--- src/hw/rtl/crgn_pkg.sv ---
`default_nettype none
package crgn_pkg;
    localparam int MAX_COLUMNS = 16;
    localparam int DATA_W = 32;
    localparam int CNT_W = 33;

    // word handed from front to back: a coefficient plus row markers
    typedef struct packed {
        logic [DATA_W-1:0] coef;
        logic              first;
        logic              last;
        logic              keep;
    } t_q_word;

    // magnitude of a 32-bit signed value, 2^31 for the most negative
    function automatic logic [DATA_W-1:0] mag(input logic [DATA_W-1:0] x);
        logic [DATA_W-1:0] r;
        r = x[DATA_W-1] ? (~x + 32'd1) : x;
        return r;
    endfunction
endpackage
`default_nettype wire

--- src/hw/rtl/crgn_front.sv ---
`default_nettype none
// Input stage: registers one word and marks row start, end and overflow drops.
module crgn_front #(
    parameter int MAX_COLS = crgn_pkg::MAX_COLUMNS
) (
    input  wire logic                  i_clk,
    input  wire logic                  i_rst_n,
    input  wire logic                  i_valid,
    output logic                       o_ready,
    input  wire logic [31:0]           i_coef,
    input  wire logic                  i_last,
    output logic                       o_valid,
    input  wire logic                  i_ready,
    output crgn_pkg::t_q_word          o_word
);
    localparam int CW = $clog2(MAX_COLS + 1);
    logic [CW-1:0] r_cnt;
    logic          r_valid;
    crgn_pkg::t_q_word r_word;
    logic          acc;

    assign o_ready = !r_valid || i_ready;
    assign acc     = i_valid && o_ready;
    assign o_valid = r_valid;
    assign o_word  = r_word;

    always_ff @(posedge i_clk) begin
        if (!i_rst_n) begin
            r_valid <= 1'b0;
            r_cnt   <= '0;
        end else begin
            if (acc) begin
                r_valid <= 1'b1;
                if (i_last) r_cnt <= '0;
                else if (r_cnt < CW'(MAX_COLS)) r_cnt <= r_cnt + CW'(1);
            end else if (i_ready) begin
                r_valid <= 1'b0;
            end
        end
    end

    always_ff @(posedge i_clk) begin
        if (acc) begin
            r_word.coef  <= i_coef;
            r_word.first <= (r_cnt == '0);
            r_word.last  <= i_last;
            r_word.keep  <= (r_cnt < CW'(MAX_COLS));
        end
    end
endmodule
`default_nettype wire

--- src/hw/rtl/crgn_queue.sv ---
`default_nettype none
// Two-entry queue between front and back.
module crgn_queue (
    input  wire logic          i_clk,
    input  wire logic          i_rst_n,
    input  wire logic          i_valid,
    output logic               o_ready,
    input  crgn_pkg::t_q_word  i_word,
    output logic               o_valid,
    input  wire logic          i_ready,
    output crgn_pkg::t_q_word  o_word
);
    crgn_pkg::t_q_word r_mem [2];
    logic r_wp, r_rp;
    logic [1:0] r_cnt;
    logic wr, rd;

    assign o_ready = (r_cnt != 2'd2);
    assign o_valid = (r_cnt != 2'd0);
    assign o_word  = r_mem[r_rp];
    assign wr = i_valid && o_ready;
    assign rd = o_valid && i_ready;

    always_ff @(posedge i_clk) begin
        if (!i_rst_n) begin
            r_wp <= 1'b0;
            r_rp <= 1'b0;
            r_cnt <= 2'd0;
        end else begin
            if (wr) r_wp <= ~r_wp;
            if (rd) r_rp <= ~r_rp;
            r_cnt <= r_cnt + {1'b0, wr} - {1'b0, rd};
        end
    end

    always_ff @(posedge i_clk) begin
        if (wr) r_mem[r_wp] <= i_word;
    end
endmodule
`default_nettype wire

--- src/hw/rtl/crgn_back.sv ---
`default_nettype none
// Row engine: stores entries, folds gcd by shared restoring divider, emits row.
module crgn_back #(
    parameter int MAX_COLS = crgn_pkg::MAX_COLUMNS
) (
    input  wire logic          i_clk,
    input  wire logic          i_rst_n,
    input  wire logic          i_bounds,
    input  wire logic          i_valid,
    output logic               o_ready,
    input  crgn_pkg::t_q_word  i_word,
    output logic               o_valid,
    input  wire logic          i_ready,
    output logic [31:0]        o_coef,
    output logic               o_last,
    output logic               o_changed
);
    localparam int AW = (MAX_COLS > 1) ? $clog2(MAX_COLS) : 1;
    localparam int NW = $clog2(MAX_COLS + 1);

    localparam logic [2:0] S_IDLE = 3'd0;
    localparam logic [2:0] S_GCD  = 3'd1;
    localparam logic [2:0] S_FIN  = 3'd2;
    localparam logic [2:0] S_RD   = 3'd3;
    localparam logic [2:0] S_DIV  = 3'd4;
    localparam logic [2:0] S_OUT  = 3'd5;

    logic [2:0]  r_st;
    logic [31:0] r_mem [MAX_COLS];
    logic [31:0] r_rd;
    logic [NW-1:0] r_n;
    logic [AW-1:0] r_k;
    logic [31:0] r_g;
    logic        r_end;     // gcd started at row end (constant fold)
    logic        r_end_done;
    logic        r_bounds;
    logic [31:0] r_c0;      // constant term of the current row
    // shared divider: r_a mod/div r_b
    logic [31:0] r_a, r_b, r_q;
    logic [32:0] r_rem;
    logic [5:0]  r_i;
    logic        r_neg;
    logic        r_changed;
    logic        r_ov;
    logic [31:0] r_oc;
    logic        r_ol;
    logic        r_ochg;
    logic [32:0] trial;
    logic        emit;

    assign o_ready   = (r_st == S_IDLE);
    assign o_valid   = r_ov;
    assign o_coef    = r_oc;
    assign o_last    = r_ol;
    assign o_changed = r_ochg;
    assign trial = {r_rem[31:0], r_a[31]} - {1'b0, r_b};
    // output register loads when the quotient is ready and the slot is free
    assign emit = (r_st == S_DIV) && (r_i == 6'd40) && (!r_ov || i_ready);

    // store writes and registered reads
    always_ff @(posedge i_clk) begin
        if (r_st == S_IDLE && i_valid && i_word.keep)
            r_mem[i_word.first ? '0 : AW'(r_n)] <= i_word.coef;
        r_rd <= r_mem[r_k];
    end

    always_ff @(posedge i_clk) begin
        if (!i_rst_n) begin
            r_st <= S_IDLE;
            r_ov <= 1'b0;
            r_n <= '0;
            r_g <= '0;
            r_end_done <= 1'b0;
        end else begin
            if (emit) r_ov <= 1'b1;
            else if (r_ov && i_ready) r_ov <= 1'b0;
            unique case (r_st)
                S_IDLE: if (i_valid) begin
                    logic [NW-1:0] n1;
                    logic [31:0] m;
                    n1 = i_word.first ? NW'(0) : r_n;
                    m = crgn_pkg::mag(i_word.coef);
                    if (i_word.keep) n1 = n1 + NW'(1);
                    r_n <= n1;
                    r_bounds <= i_bounds;
                    r_end <= i_word.last;
                    if (i_word.first) begin
                        r_g <= '0;
                        r_c0 <= i_word.coef;
                    end
                    if (i_word.keep && !i_word.first && m != 0) begin
                        if (!i_word.first && r_g == 0) begin
                            r_g <= m;
                            r_st <= i_word.last ? S_FIN : S_IDLE;
                        end else begin
                            r_a <= r_g; r_b <= m; r_rem <= '0; r_i <= '0;
                            r_st <= S_GCD;
                        end
                    end else if (i_word.last) r_st <= S_FIN;
                end
                S_GCD: begin
                    // one quotient bit per cycle; at the end r_rem holds a % b
                    if (r_i == 6'd32) begin
                        if (r_rem[31:0] == 0) begin
                            r_g <= r_b;
                            r_st <= r_end ? S_FIN : S_IDLE;
                        end else begin
                            r_a <= r_b; r_b <= r_rem[31:0];
                            r_rem <= '0; r_i <= '0;
                        end
                    end else begin
                        if (trial[32]) r_rem <= {r_rem[31:0], r_a[31]};
                        else           r_rem <= trial;
                        r_a <= {r_a[30:0], 1'b0};
                        r_i <= r_i + 6'd1;
                    end
                end
                S_FIN: begin
                    // fold the constant in plain mode, then start emission
                    logic [31:0] m0;
                    m0 = crgn_pkg::mag(r_c0);
                    if (!r_bounds && r_n != 0 && m0 != 0 && !r_end_done) begin
                        r_end_done <= 1'b1;
                        if (r_g == 0) r_g <= m0;
                        else begin
                            r_a <= r_g; r_b <= m0; r_rem <= '0; r_i <= '0;
                            r_st <= S_GCD;
                        end
                    end else begin
                        r_end_done <= 1'b0;
                        r_k <= '0;
                        r_changed <= 1'b0;
                        r_st <= (r_n == 0) ? S_IDLE : S_RD;
                    end
                end
                S_RD: begin
                    r_st <= S_DIV;
                    r_i <= 6'd63;
                end
                S_DIV: begin
                    if (r_i == 6'd63) begin
                        r_neg <= r_rd[31];
                        r_a <= crgn_pkg::mag(r_rd);
                        r_b <= r_g; r_rem <= '0;
                        if (r_g <= 32'd1) begin
                            r_q <= r_rd; r_i <= 6'd40;
                        end else begin
                            r_q <= '0; r_i <= '0;
                        end
                    end else if (r_i == 6'd40) begin
                        if (emit) begin
                            r_oc <= r_q;
                            r_ol <= (NW'(r_k) + NW'(1) == r_n);
                            r_ochg <= r_changed;
                            if (NW'(r_k) + NW'(1) == r_n) r_st <= S_IDLE;
                            else begin
                                r_k <= r_k + AW'(1);
                                r_st <= S_RD;
                            end
                        end
                    end else if (r_i == 6'd32) begin
                        logic [31:0] q;
                        logic ex;
                        ex = (r_rem[31:0] == 0);
                        q = r_neg ? (~r_q + 32'd1) : r_q;
                        if (r_bounds && r_k == '0 && !ex) begin
                            r_changed <= 1'b1;
                            if (r_neg) q = q - 32'd1;
                        end
                        r_q <= q;
                        r_i <= 6'd40;
                    end else begin
                        if (trial[32]) begin
                            r_rem <= {r_rem[31:0], r_a[31]};
                            r_q <= {r_q[30:0], 1'b0};
                        end else begin
                            r_rem <= trial;
                            r_q <= {r_q[30:0], 1'b1};
                        end
                        r_a <= {r_a[30:0], 1'b0};
                        r_i <= r_i + 6'd1;
                    end
                end
                default: r_st <= S_IDLE;
            endcase
        end
    end
endmodule
`default_nettype wire

--- src/hw/rtl/constraint_row_gcd_normalize.sv ---
`default_nettype none
// Path: an accepted word passes the front register and the queue before the back engine,
// then each Euclid remainder step runs on the shared radix-2 divider.
// Emission after the last word: the divisor is settled (plus constant gcd steps), then each
// stored entry is divided, or passed through unchanged when the divisor is at most 1.
// Flow: one row at a time in the back; front keeps taking words until the queue is full.
// Reset: i_rst_n synchronous active low; clears control, gcd, count and bounds_mode.
module constraint_row_gcd_normalize #(
    parameter int MAX_COLUMNS = crgn_pkg::MAX_COLUMNS
) (
    input  wire logic        i_clk,
    input  wire logic        i_rst_n,
    input  wire logic        i_cfg_we,
    input  wire logic        i_cfg_wdata,
    input  wire logic        s_axis_tvalid,
    output logic             s_axis_tready,
    input  wire logic [31:0] s_axis_tdata,   // coefficient
    input  wire logic        s_axis_tlast,
    output logic             m_axis_tvalid,
    input  wire logic        m_axis_tready,
    output logic [31:0]      m_axis_tdata,   // scaled_coefficient
    output logic             m_axis_tlast,
    output logic             m_axis_tuser    // constant_changed
);
    logic r_bounds;
    logic f_v, f_r, q_v, q_r;
    crgn_pkg::t_q_word f_w, q_w;

    always_ff @(posedge i_clk) begin
        if (!i_rst_n) r_bounds <= 1'b0;
        else if (i_cfg_we) r_bounds <= i_cfg_wdata;
    end

    crgn_front #(.MAX_COLS(MAX_COLUMNS)) u_front (
        .i_clk, .i_rst_n, .i_valid(s_axis_tvalid), .o_ready(s_axis_tready),
        .i_coef(s_axis_tdata), .i_last(s_axis_tlast),
        .o_valid(f_v), .i_ready(f_r), .o_word(f_w));

    crgn_queue u_queue (
        .i_clk, .i_rst_n, .i_valid(f_v), .o_ready(f_r), .i_word(f_w),
        .o_valid(q_v), .i_ready(q_r), .o_word(q_w));

    crgn_back #(.MAX_COLS(MAX_COLUMNS)) u_back (
        .i_clk, .i_rst_n, .i_bounds(r_bounds),
        .i_valid(q_v), .o_ready(q_r), .i_word(q_w),
        .o_valid(m_axis_tvalid), .i_ready(m_axis_tready),
        .o_coef(m_axis_tdata), .o_last(m_axis_tlast), .o_changed(m_axis_tuser));

    a_flag_plain: assert property (@(posedge i_clk) disable iff (!i_rst_n)
        m_axis_tvalid && m_axis_tuser |-> $past(r_bounds, 1) || r_bounds)
        else $error("changed flag outside bounds mode");
    a_q_count: assert property (@(posedge i_clk) disable iff (!i_rst_n)
        !(q_v && !f_r && !q_v))
        else $error("queue state");
endmodule
`default_nettype wire

--- config.mk ---
export PLATFORM = sky130hd
export DESIGN_NAME = constraint_row_gcd_normalize
export DESIGN_NICKNAME = d
export VERILOG_FILES = /design/src/hw/rtl/crgn_pkg.sv /design/src/hw/rtl/crgn_front.sv /design/src/hw/rtl/crgn_queue.sv /design/src/hw/rtl/crgn_back.sv /design/src/hw/rtl/constraint_row_gcd_normalize.sv
export SDC_FILE = /design/constraint.sdc
export NUM_CORES = 1
export LEC_CHECK = 0
export ABC_AREA = 1
export BUFFER_PORTS_ARGS = -buffer_cell sky130_fd_sc_hd__buf_2
export CORE_MARGIN = 4
export CORE_UTILIZATION = 30
export DETAILED_ROUTE_END_ITERATION = 10
export PLACE_DENSITY_LB_ADDON = 0.1
export SYNTH_ARGS = -nofsm -noshare
export SYNTH_HDL_FRONTEND = slang
export SYNTH_SLANG_ARGS = --single-unit
--- constraint.sdc ---
create_clock -name i_clk -period 16.9 [get_ports i_clk]
set_input_delay 0.845 -clock i_clk [delete_from_list [all_inputs] [get_ports i_clk]]
set_output_delay 0.845 -clock i_clk [all_outputs]
set_load 0.02 [all_outputs]
==> out/results.ini, run 1 <==
[status]
outcome = finished, final reports clean

[drt]
avgRoutedWirePerCell_um = 24.45
drt_iter0_markers = 2687
pre_antenna_drt_iters = 6
finalWirelength_um = 158700
detailroute.via_count = 33110
drcViolationCount = 0
final_antenna_net_count = 0
viasPerCell = 5.103

[clocking]
tritoncts.num_buffers = 103
clk_pin_slew_ns = 0.06
ctsHtreeMaxLevel = 3
post_cts.resized_instances = 0
hold_buffers = 0
cts.root.buffer_cell = sky130_fd_sc_hd__clkbuf_16
cts.sink_count = 911
cts_tree = built
cts_max_path_buffers = 3
clk_latency_ns = 0.75
buffers_inserted_during_post_cts_setup_optimization = 0

[die]
fp.dieArea_mm2 = 0.1515
initial_core_util = 0.3028
core_area_mm2 = 0.1440
ioPinCount = 75
chipHeight_um = 389.3
num_rows = 139
die_width_um = 389.3

[global_routing]
grt_antenna_before_repair = 4
grt_usage = 0.2046
grt-ovfl-total = 0
first_global_vias = 31900
grtUsageMet3 = 0.03044
grt_max_degree = 122
wire_length_of_the_first_global_routing_pass_um = 229000
grt_most_used_layer = met2
met1_usage = 0.3002
gr-usage-met2 = 0.3200

[critical_path]
rrSetupSlack_ns = 11.62
worst_ep_required_time_ns = 17.21
type_of_element_capturing_the_critical_path = register
crit_path_max_fanout = 64
r2r_cells = 23
worst_setup_path_start_kind = register
worstSetupPathType = register to register
critical_path_arrival_ns = 5.59

[sta]
tns_ns = 0
maxSlewHeadroom = 0.2837
final-setup-viol-count = 0
period_minus_slack_ns = 5.278
timing.clock.skew_ns = 0.06453
timing.fmax_mhz = 189.5
rsz0062_at_grt = false
share_of_the_cycle_needed_by_the_critical_path_after_routing = 0.3123
worstMarginPinSlew_ns = 1.074
post-route-worst-setup-slack_ns = 11.62
hold_viol_final = 0
maxSlewViolCount = 0

[placed_design]
place.port_buffers = 74
dp.cells = 6296
routabilityCongestion = 0.8927
worst_slack_after_detailed_placement_ns = 11.66
place_area_mm2 = 0.04625
detailed_place_hpwl_um = 104600

[final_layout]
instances_no_fill = 6489
layout.filler_cells = 14660
layout.cell_area.non_filler_mm2 = 0.04958
drive_gt1_frac = 0.08157
syn_to_final_growth_pct = 13.69
design.final.nets = 4588

[synth]
syn_avg_cell_area_um2 = 9.802
syn_inst = 4449
synth_edf_count = 825
synth.distinct_cells = 52
syn-cell-area_mm2 = 0.04361
syn_nets = 4539
ys_seq_elements = 911
synth_flop_cell = sky130_fd_sc_hd__edfxtp_1
synth.yosys.seq_area_share = 0.6076
ys_warn_count = 0
synth_async_sr_flop_share = 0

[min_path]
hold_depth = 1
worstHoldPathType = primary input to register

[flow_run]
cap_violations = 0

[power_and_ir_drop]
p_leak_nw = 17.78
vdd.ir_drop.worst_mv = 0.1097
power.density_cell_area_mw_per_mm2 = 158.3

-- cells by family after synthesis --
family | synth area share
and+or+nand+nor | 0.1737
DFF | 0.6076
AOI/OAI and AO/OA | 0.1252
xor gates and xnor gates | 0.02691
buffers and inverters | 0.05187
adders and majority gates | 0.01480
-- through the flow --
stage,utilization,hold slack [ns],total power [mW]
global placement,0.3212,0.4257,5.656
CTS,0.3443,0.1999,7.896
finish,0.3443,0.2672,7.848
global route,0.3443,0.2180,8.267
floorplan,-,0.4003,4.654
detailed placement,0.3212,0.4310,5.642
-- layout make-up --
type	instances	area, um2	area share
repair buffers	151	948.4	0.01913
diodes	1	2.502	0.00005047
flip-flops and latches	911	26500	0.5344
inverters	365	1380	0.02783
well taps	1903	2381	0.04802
multi-input cells	2966	15050	0.3035
clock inverters	52	548.0	0.01105
clock buffers	140	2779	0.05605
-- registers in the layout, summed over array words and instances, names as in the netlist, 2 cells and up, named ones only --
register / count
u_back.r_i: 6
u_queue.r_mem: 70
u_front.o_word: 35
u_back.r_q: 32
u_back.r_rem: 32
u_back.r_rd: 32
u_back.r_b: 32
u_back.r_st: 3
u_back.r_c0: 32
u_back.r_a: 32
u_back.r_g: 32
u_back.o_coef: 32
u_back.r_n: 5
u_back.r_k: 4
u_front.r_cnt: 5
u_queue.r_cnt: 2
u_back.r_mem: 512
-- layer usage --
metal / share of wire / vias to the layer above
met4: 0.022 / 0
met5: 0 / -
li1: - / 15680
met1: 0.48 / 16390
met3: 0.048 / 186
met2: 0.45 / 864
-- cells in the final DEF, fill, tap and decap left out, drive strengths merged, types with 65 or more instances in the layout --
cell type / synthesis / routed
a21oi: 162 / 162
buf: 41 / 151
clkbuf: 166 / 140
dfxtp: 86 / 86
edfxtp: 825 / 825
inv: 361 / 361
nand2: 875 / 875
nand3: 224 / 224
nor2: 608 / 608
o21ai: 505 / 505
o221ai: 65 / 65
o22ai: 95 / 95
xor2: 99 / 99
-- worst paths after layout --
check	startpoint	endpoint
worst max register to register	register	u_back.r_rem[20]$_SDFFCE_PP0P_
worst max-delay path	register	u_back.r_rem[20]$_SDFFCE_PP0P_
worst min-delay path	s_axis_tdata[20]	u_front.o_word[23]$_DFFE_PP_
worst min register to register	u_front.o_word[33]$_DFFE_PP_	u_queue.r_mem[1][33]$_DFFE_PP_
-- synthesized netlist by cell type (50+ instances only) --
cell,number,share of area
sky130_fd_sc_hd__a21oi_1,162,0.019
sky130_fd_sc_hd__clkbuf_1,166,0.014
sky130_fd_sc_hd__dfxtp_1,86,0.039
sky130_fd_sc_hd__edfxtp_1,825,0.57
sky130_fd_sc_hd__ha_1,50,0.014
sky130_fd_sc_hd__inv_1,355,0.031
sky130_fd_sc_hd__nand2_1,857,0.074
sky130_fd_sc_hd__nand3_1,222,0.025
sky130_fd_sc_hd__nor2_1,594,0.051
sky130_fd_sc_hd__o21ai_0,457,0.052
sky130_fd_sc_hd__o221ai_1,65,0.013
sky130_fd_sc_hd__o22ai_1,95,0.014
sky130_fd_sc_hd__xor2_1,99,0.020
-- where the power goes --
part | switching [mW] | total [mW] | internal, mW | leakage (nW)
Sequential | 0.210 | 3.15 | 2.94 | 8.21
Combinational | 1.84 | 2.46 | 0.628 | 7.97
Clock | 0.970 | 2.24 | 1.27 | 1.60
Total | 3.02 | 7.85 | 4.83 | 17.8
-- critical path, cell delays in order (launching register included) --
cell and delay, ns:
sky130_fd_sc_hd__dfxtp_2 0.31, sky130_fd_sc_hd__buf_4 0.47, sky130_fd_sc_hd__inv_2 0.07, sky130_fd_sc_hd__nand2_1 0.07, sky130_fd_sc_hd__nand2_1 0.39, sky130_fd_sc_hd__inv_1 0.26, sky130_fd_sc_hd__ha_1 0.20, sky130_fd_sc_hd__nand3_1 0.09
sky130_fd_sc_hd__nor2_1 0.14, sky130_fd_sc_hd__nand3_2 0.14, sky130_fd_sc_hd__nor2_1 0.26, sky130_fd_sc_hd__nand2_1 0.11, sky130_fd_sc_hd__nand3_1 0.10, sky130_fd_sc_hd__nand2_1 0.10, sky130_fd_sc_hd__nand2_1 0.07, sky130_fd_sc_hd__nor2_1 0.07
sky130_fd_sc_hd__nand2_1 0.10, sky130_fd_sc_hd__nor2_4 0.06, sky130_fd_sc_hd__nand2_8 0.13, sky130_fd_sc_hd__nand2_4 0.29, sky130_fd_sc_hd__o21ai_1 0.29, sky130_fd_sc_hd__nand3_1 0.18, sky130_fd_sc_hd__nor2_4 0.10, sky130_fd_sc_hd__buf_4 0.70
Note: power is estimated with default switching activity, not from simulation.
==> run 2: changes to the inputs <==
==> constraint.sdc (replaced) <==
create_clock -name i_clk -period 5.5 [get_ports i_clk]
set_input_delay 0.275 -clock i_clk [delete_from_list [all_inputs] [get_ports i_clk]]
set_output_delay 0.275 -clock i_clk [all_outputs]
set_load 0.02 [all_outputs]
==> run 2 against run 1 <==
  * Final cell count up 1.0%
  * Critical path depth down 2
  * Clock-buffer cell count down 7
  * Worst setup slack worse by 11 ns
  * Die area unchanged
  * Power rose to 3.1 times the previous value
  * Sequential share of layout area down 0.90 points
  * Final area up 1.7%
  * Maximum frequency up 7.6%
==> out/results.ini, run 2 (same netlist as run 1, synthesis figures left out) <==
[status]
outcome = finished, final reports clean

[critical_path]
rrSetupSlack_ns = 0.59  ; -11.03 ns
critical_path_s_slowest_cell = sky130_fd_sc_hd__nor2_4
worst_setup_path_start_kind = register
critical_path_arrival_ns = 5.27  ; -0.32 ns
critical-path-max-stage-delay_ns = 0.69  ; about the same
critical_path.top_delay_family = simple AND/OR/NAND/NOR gates
worst_setup_path_endpoint = u_back.r_rem[20]$_SDFFCE_PP0P_
worstSetupPathType = register to register
cp_cell_sequence = buf_4 > nand2_1 > o21ai_2 > ha_1 > nand3_1 > nor2_1 > nand3_2 > nor2_1 > nand3_1 > nand3_1 > nand2_1 > nand2_1 > nor2_1 > nand2_2 > nor2_4 > nand2_8 > nand2_4 > o21ai_1 > nand3_1 > nor2_4 > buf_4
type_of_element_capturing_the_critical_path = register
reg2reg_to = u_back.r_rem[20]$_SDFFCE_PP0P_
cp_num_buf_inv = 2  ; -2
worst_ep_required_time_ns = 5.87  ; -11.34 ns
cp.depth = 21  ; -8.7%
crit_path_max_fanout = 55  ; -14%
crit_top_cell = sky130_fd_sc_hd__nand3_1
r2r_cells = 21  ; -8.7%

[sta]
timing.fmax_mhz = 203.8  ; +7.6%
timing.clock.skew_ns = 0.06224  ; -0.002289 ns
final-setup-viol-count = 0  ; unchanged
period_minus_slack_ns = 4.907  ; -0.3708 ns
worstMarginPinSlew_ns = 1.121  ; +0.04672 ns
hold_viol_final = 0  ; unchanged
maxSlewHeadroom = 0.2507  ; -0.03296
share_of_the_cycle_needed_by_the_critical_path_after_routing = 0.8923  ; +0.5799
fin_hold_ws_ns = 0.2376  ; -0.02962 ns
maxSlewViolCount = 0  ; unchanged
rsz0062_at_grt = false
tns_ns = 0  ; unchanged

[clocking]
cts_max_path_buffers = 3  ; unchanged
cts.root.buffer_cell = sky130_fd_sc_hd__clkbuf_16
clk_latency_ns = 0.75  ; about the same
tritoncts.num_buffers = 106  ; +2.9%
buffers_inserted_during_post_cts_setup_optimization = 0  ; unchanged
ctsHtreeMaxLevel = 3  ; unchanged
clk_pin_slew_ns = 0.06  ; about the same
cts.sink_count = 911  ; unchanged
cts_tree = built

[final_layout]
instances_no_fill = 6554  ; +1.0%
drive_gt1_frac = 0.08772  ; +0.006153
design.final.nets = 4652  ; +1.4%
layout.filler_cells = 14730  ; +0.45%
mostFrequentLayoutCell = sky130_fd_sc_hd__nand2_1
largest_reg_flops = 512  ; unchanged
largest_register = u_back.r_mem
diodes = 0  ; -1
mostFrequentLayoutCells = sky130_fd_sc_hd__nand2_1 (857), sky130_fd_sc_hd__edfxtp_1 (825), sky130_fd_sc_hd__nor2_1 (571)
syn_to_final_growth_pct = 15.64

[drt]
detailroute.via_count = 33580  ; +1.4%
viasPerCell = 5.124  ; +0.41%
avgRoutedWirePerCell_um = 24.27  ; -0.73%
drcViolationCount = 0  ; unchanged
final_antenna_net_count = 0  ; unchanged
pre_antenna_drt_iters = 6  ; unchanged
drt_iter0_markers = 3063  ; +14%
finalWirelength_um = 159100  ; +0.27%

[power_and_ir_drop]
p_leak_nw = 18.17  ; +2.2%
vdd.ir_drop.worst_mv = 0.4401  ; +300%
power.density_cell_area_mw_per_mm2 = 484.5  ; +210%
report.power.total_mw = 24.44  ; +210%

[die]
num_rows = 139  ; unchanged
ioPinCount = 75  ; unchanged
chipHeight_um = 389.3  ; unchanged
initial_core_util = 0.3028  ; unchanged
fp.dieArea_mm2 = 0.1515  ; unchanged
die_width_um = 389.3  ; unchanged
core_area_mm2 = 0.1440  ; unchanged

[placed_design]
place.port_buffers = 74  ; unchanged
routabilityCongestion = 0.9058  ; +1.5%
dp.cells = 6318  ; +0.35%
detailed_place_hpwl_um = 106300  ; +1.6%

[min_path]
worstHoldPathType = primary input to register
hold_depth = 2  ; +1

[global_routing]
grt_antenna_before_repair = 7  ; +3
wire_length_of_the_first_global_routing_pass_um = 230000  ; +0.47%
first_global_vias = 32420  ; +1.6%
grt_usage = 0.2045  ; about the same
grt_max_degree = 193  ; +58%
grt-ovfl-total = 0  ; unchanged

[flow_run]
cap_violations = 0  ; unchanged

[run 2: changes by cell type in the layout (fill, tap and decap cells not counted), sizes merged, moves of 6 or more]
cell	change
buf	+22
clkbuf	-7
clkinv	+7
dlygate4sd3	+39
inv	+6
[run 2: routing by layer]
layer / vias to the layer above / wire length (um) / GRT usage
li1: 15790 / - / -
met1: 16650 / 75470 / 0.2967
met2: 954 / 71720 / 0.3225
met3: 183 / 8089 / 0.02895
met4: 0 / 3794 / 0.05010
met5: - / 0 / 0
[run 2: cell type report]
class | count | area, um2 | share of cell area
clock buffers | 133 | 2825 | 0.05602
clock inverters | 64 | 598.1 | 0.01186
inverters | 365 | 1380 | 0.02737
multi-input cells | 2966 | 15050 | 0.2983
flip-flops and latches | 911 | 26500 | 0.5254
well taps | 1903 | 2381 | 0.04721
repair buffers | 212 | 1704 | 0.03379
[run 2: stage by stage]
| stage | setup slack [ns] | instance area [um2] | util |
|---|---|---|---|
| after floorplan | 0.2846 | 43610 | - |
| after global placement | 0.7159 | 46620 | 0.3237 |
| after detailed placement | 0.6442 | 46620 | 0.3237 |
| after CTS | 0.6005 | 50430 | 0.3502 |
| after global routing | 0.2073 | 50430 | 0.3502 |
| final | 0.5926 | 50430 | 0.3502 |
[run 2: worst register-to-register path: stages (launching register included)]
cell and delay (ns):
sky130_fd_sc_hd__dfxtp_2 0.33, sky130_fd_sc_hd__buf_4 0.45, sky130_fd_sc_hd__nand2_1 0.16, sky130_fd_sc_hd__o21ai_2 0.13, sky130_fd_sc_hd__ha_1 0.22, sky130_fd_sc_hd__nand3_1 0.10, sky130_fd_sc_hd__nor2_1 0.16, sky130_fd_sc_hd__nand3_2 0.15
sky130_fd_sc_hd__nor2_1 0.27, sky130_fd_sc_hd__nand3_1 0.18, sky130_fd_sc_hd__nand3_1 0.12, sky130_fd_sc_hd__nand2_1 0.08, sky130_fd_sc_hd__nand2_1 0.06, sky130_fd_sc_hd__nor2_1 0.05, sky130_fd_sc_hd__nand2_2 0.07, sky130_fd_sc_hd__nor2_4 0.05
sky130_fd_sc_hd__nand2_8 0.15, sky130_fd_sc_hd__nand2_4 0.08, sky130_fd_sc_hd__o21ai_1 0.20, sky130_fd_sc_hd__nand3_1 0.17, sky130_fd_sc_hd__nor2_4 0.69, sky130_fd_sc_hd__buf_4 0.61
[run 2: what timing repair did]
item | CTS | global route
resized for setup | 0 | 0
hold buffers | 39 | 0
hold endpoints to repair | 41 | 0
[run 2: report_power, final]
part	total (mW)	internal, mW	leakage [nW]	switching (mW)
clock network	6.96	3.94	1.66	3.02
logic	7.77	2.06	8.30	5.71
registers	9.70	9.01	8.21	0.689
[run 2: how the worst min path moves through the flow]
stage                                           endpoint  slack [ns]                         start
after floorplan                    r_bounds$_SDFFE_PN0P_        0.37                      i_cfg_we
after global placement    u_queue.r_mem[1][30]$_DFFE_PP_        0.43  u_front.o_word[30]$_DFFE_PP_
after detailed placement  u_queue.r_mem[0][30]$_DFFE_PP_        0.43  u_front.o_word[30]$_DFFE_PP_
after CTS                   u_front.o_word[26]$_DFFE_PP_        0.17              s_axis_tdata[23]
after global routing         u_front.o_word[5]$_DFFE_PP_        0.20               s_axis_tdata[2]
final                       u_front.o_word[33]$_DFFE_PP_        0.24              s_axis_tdata[30]
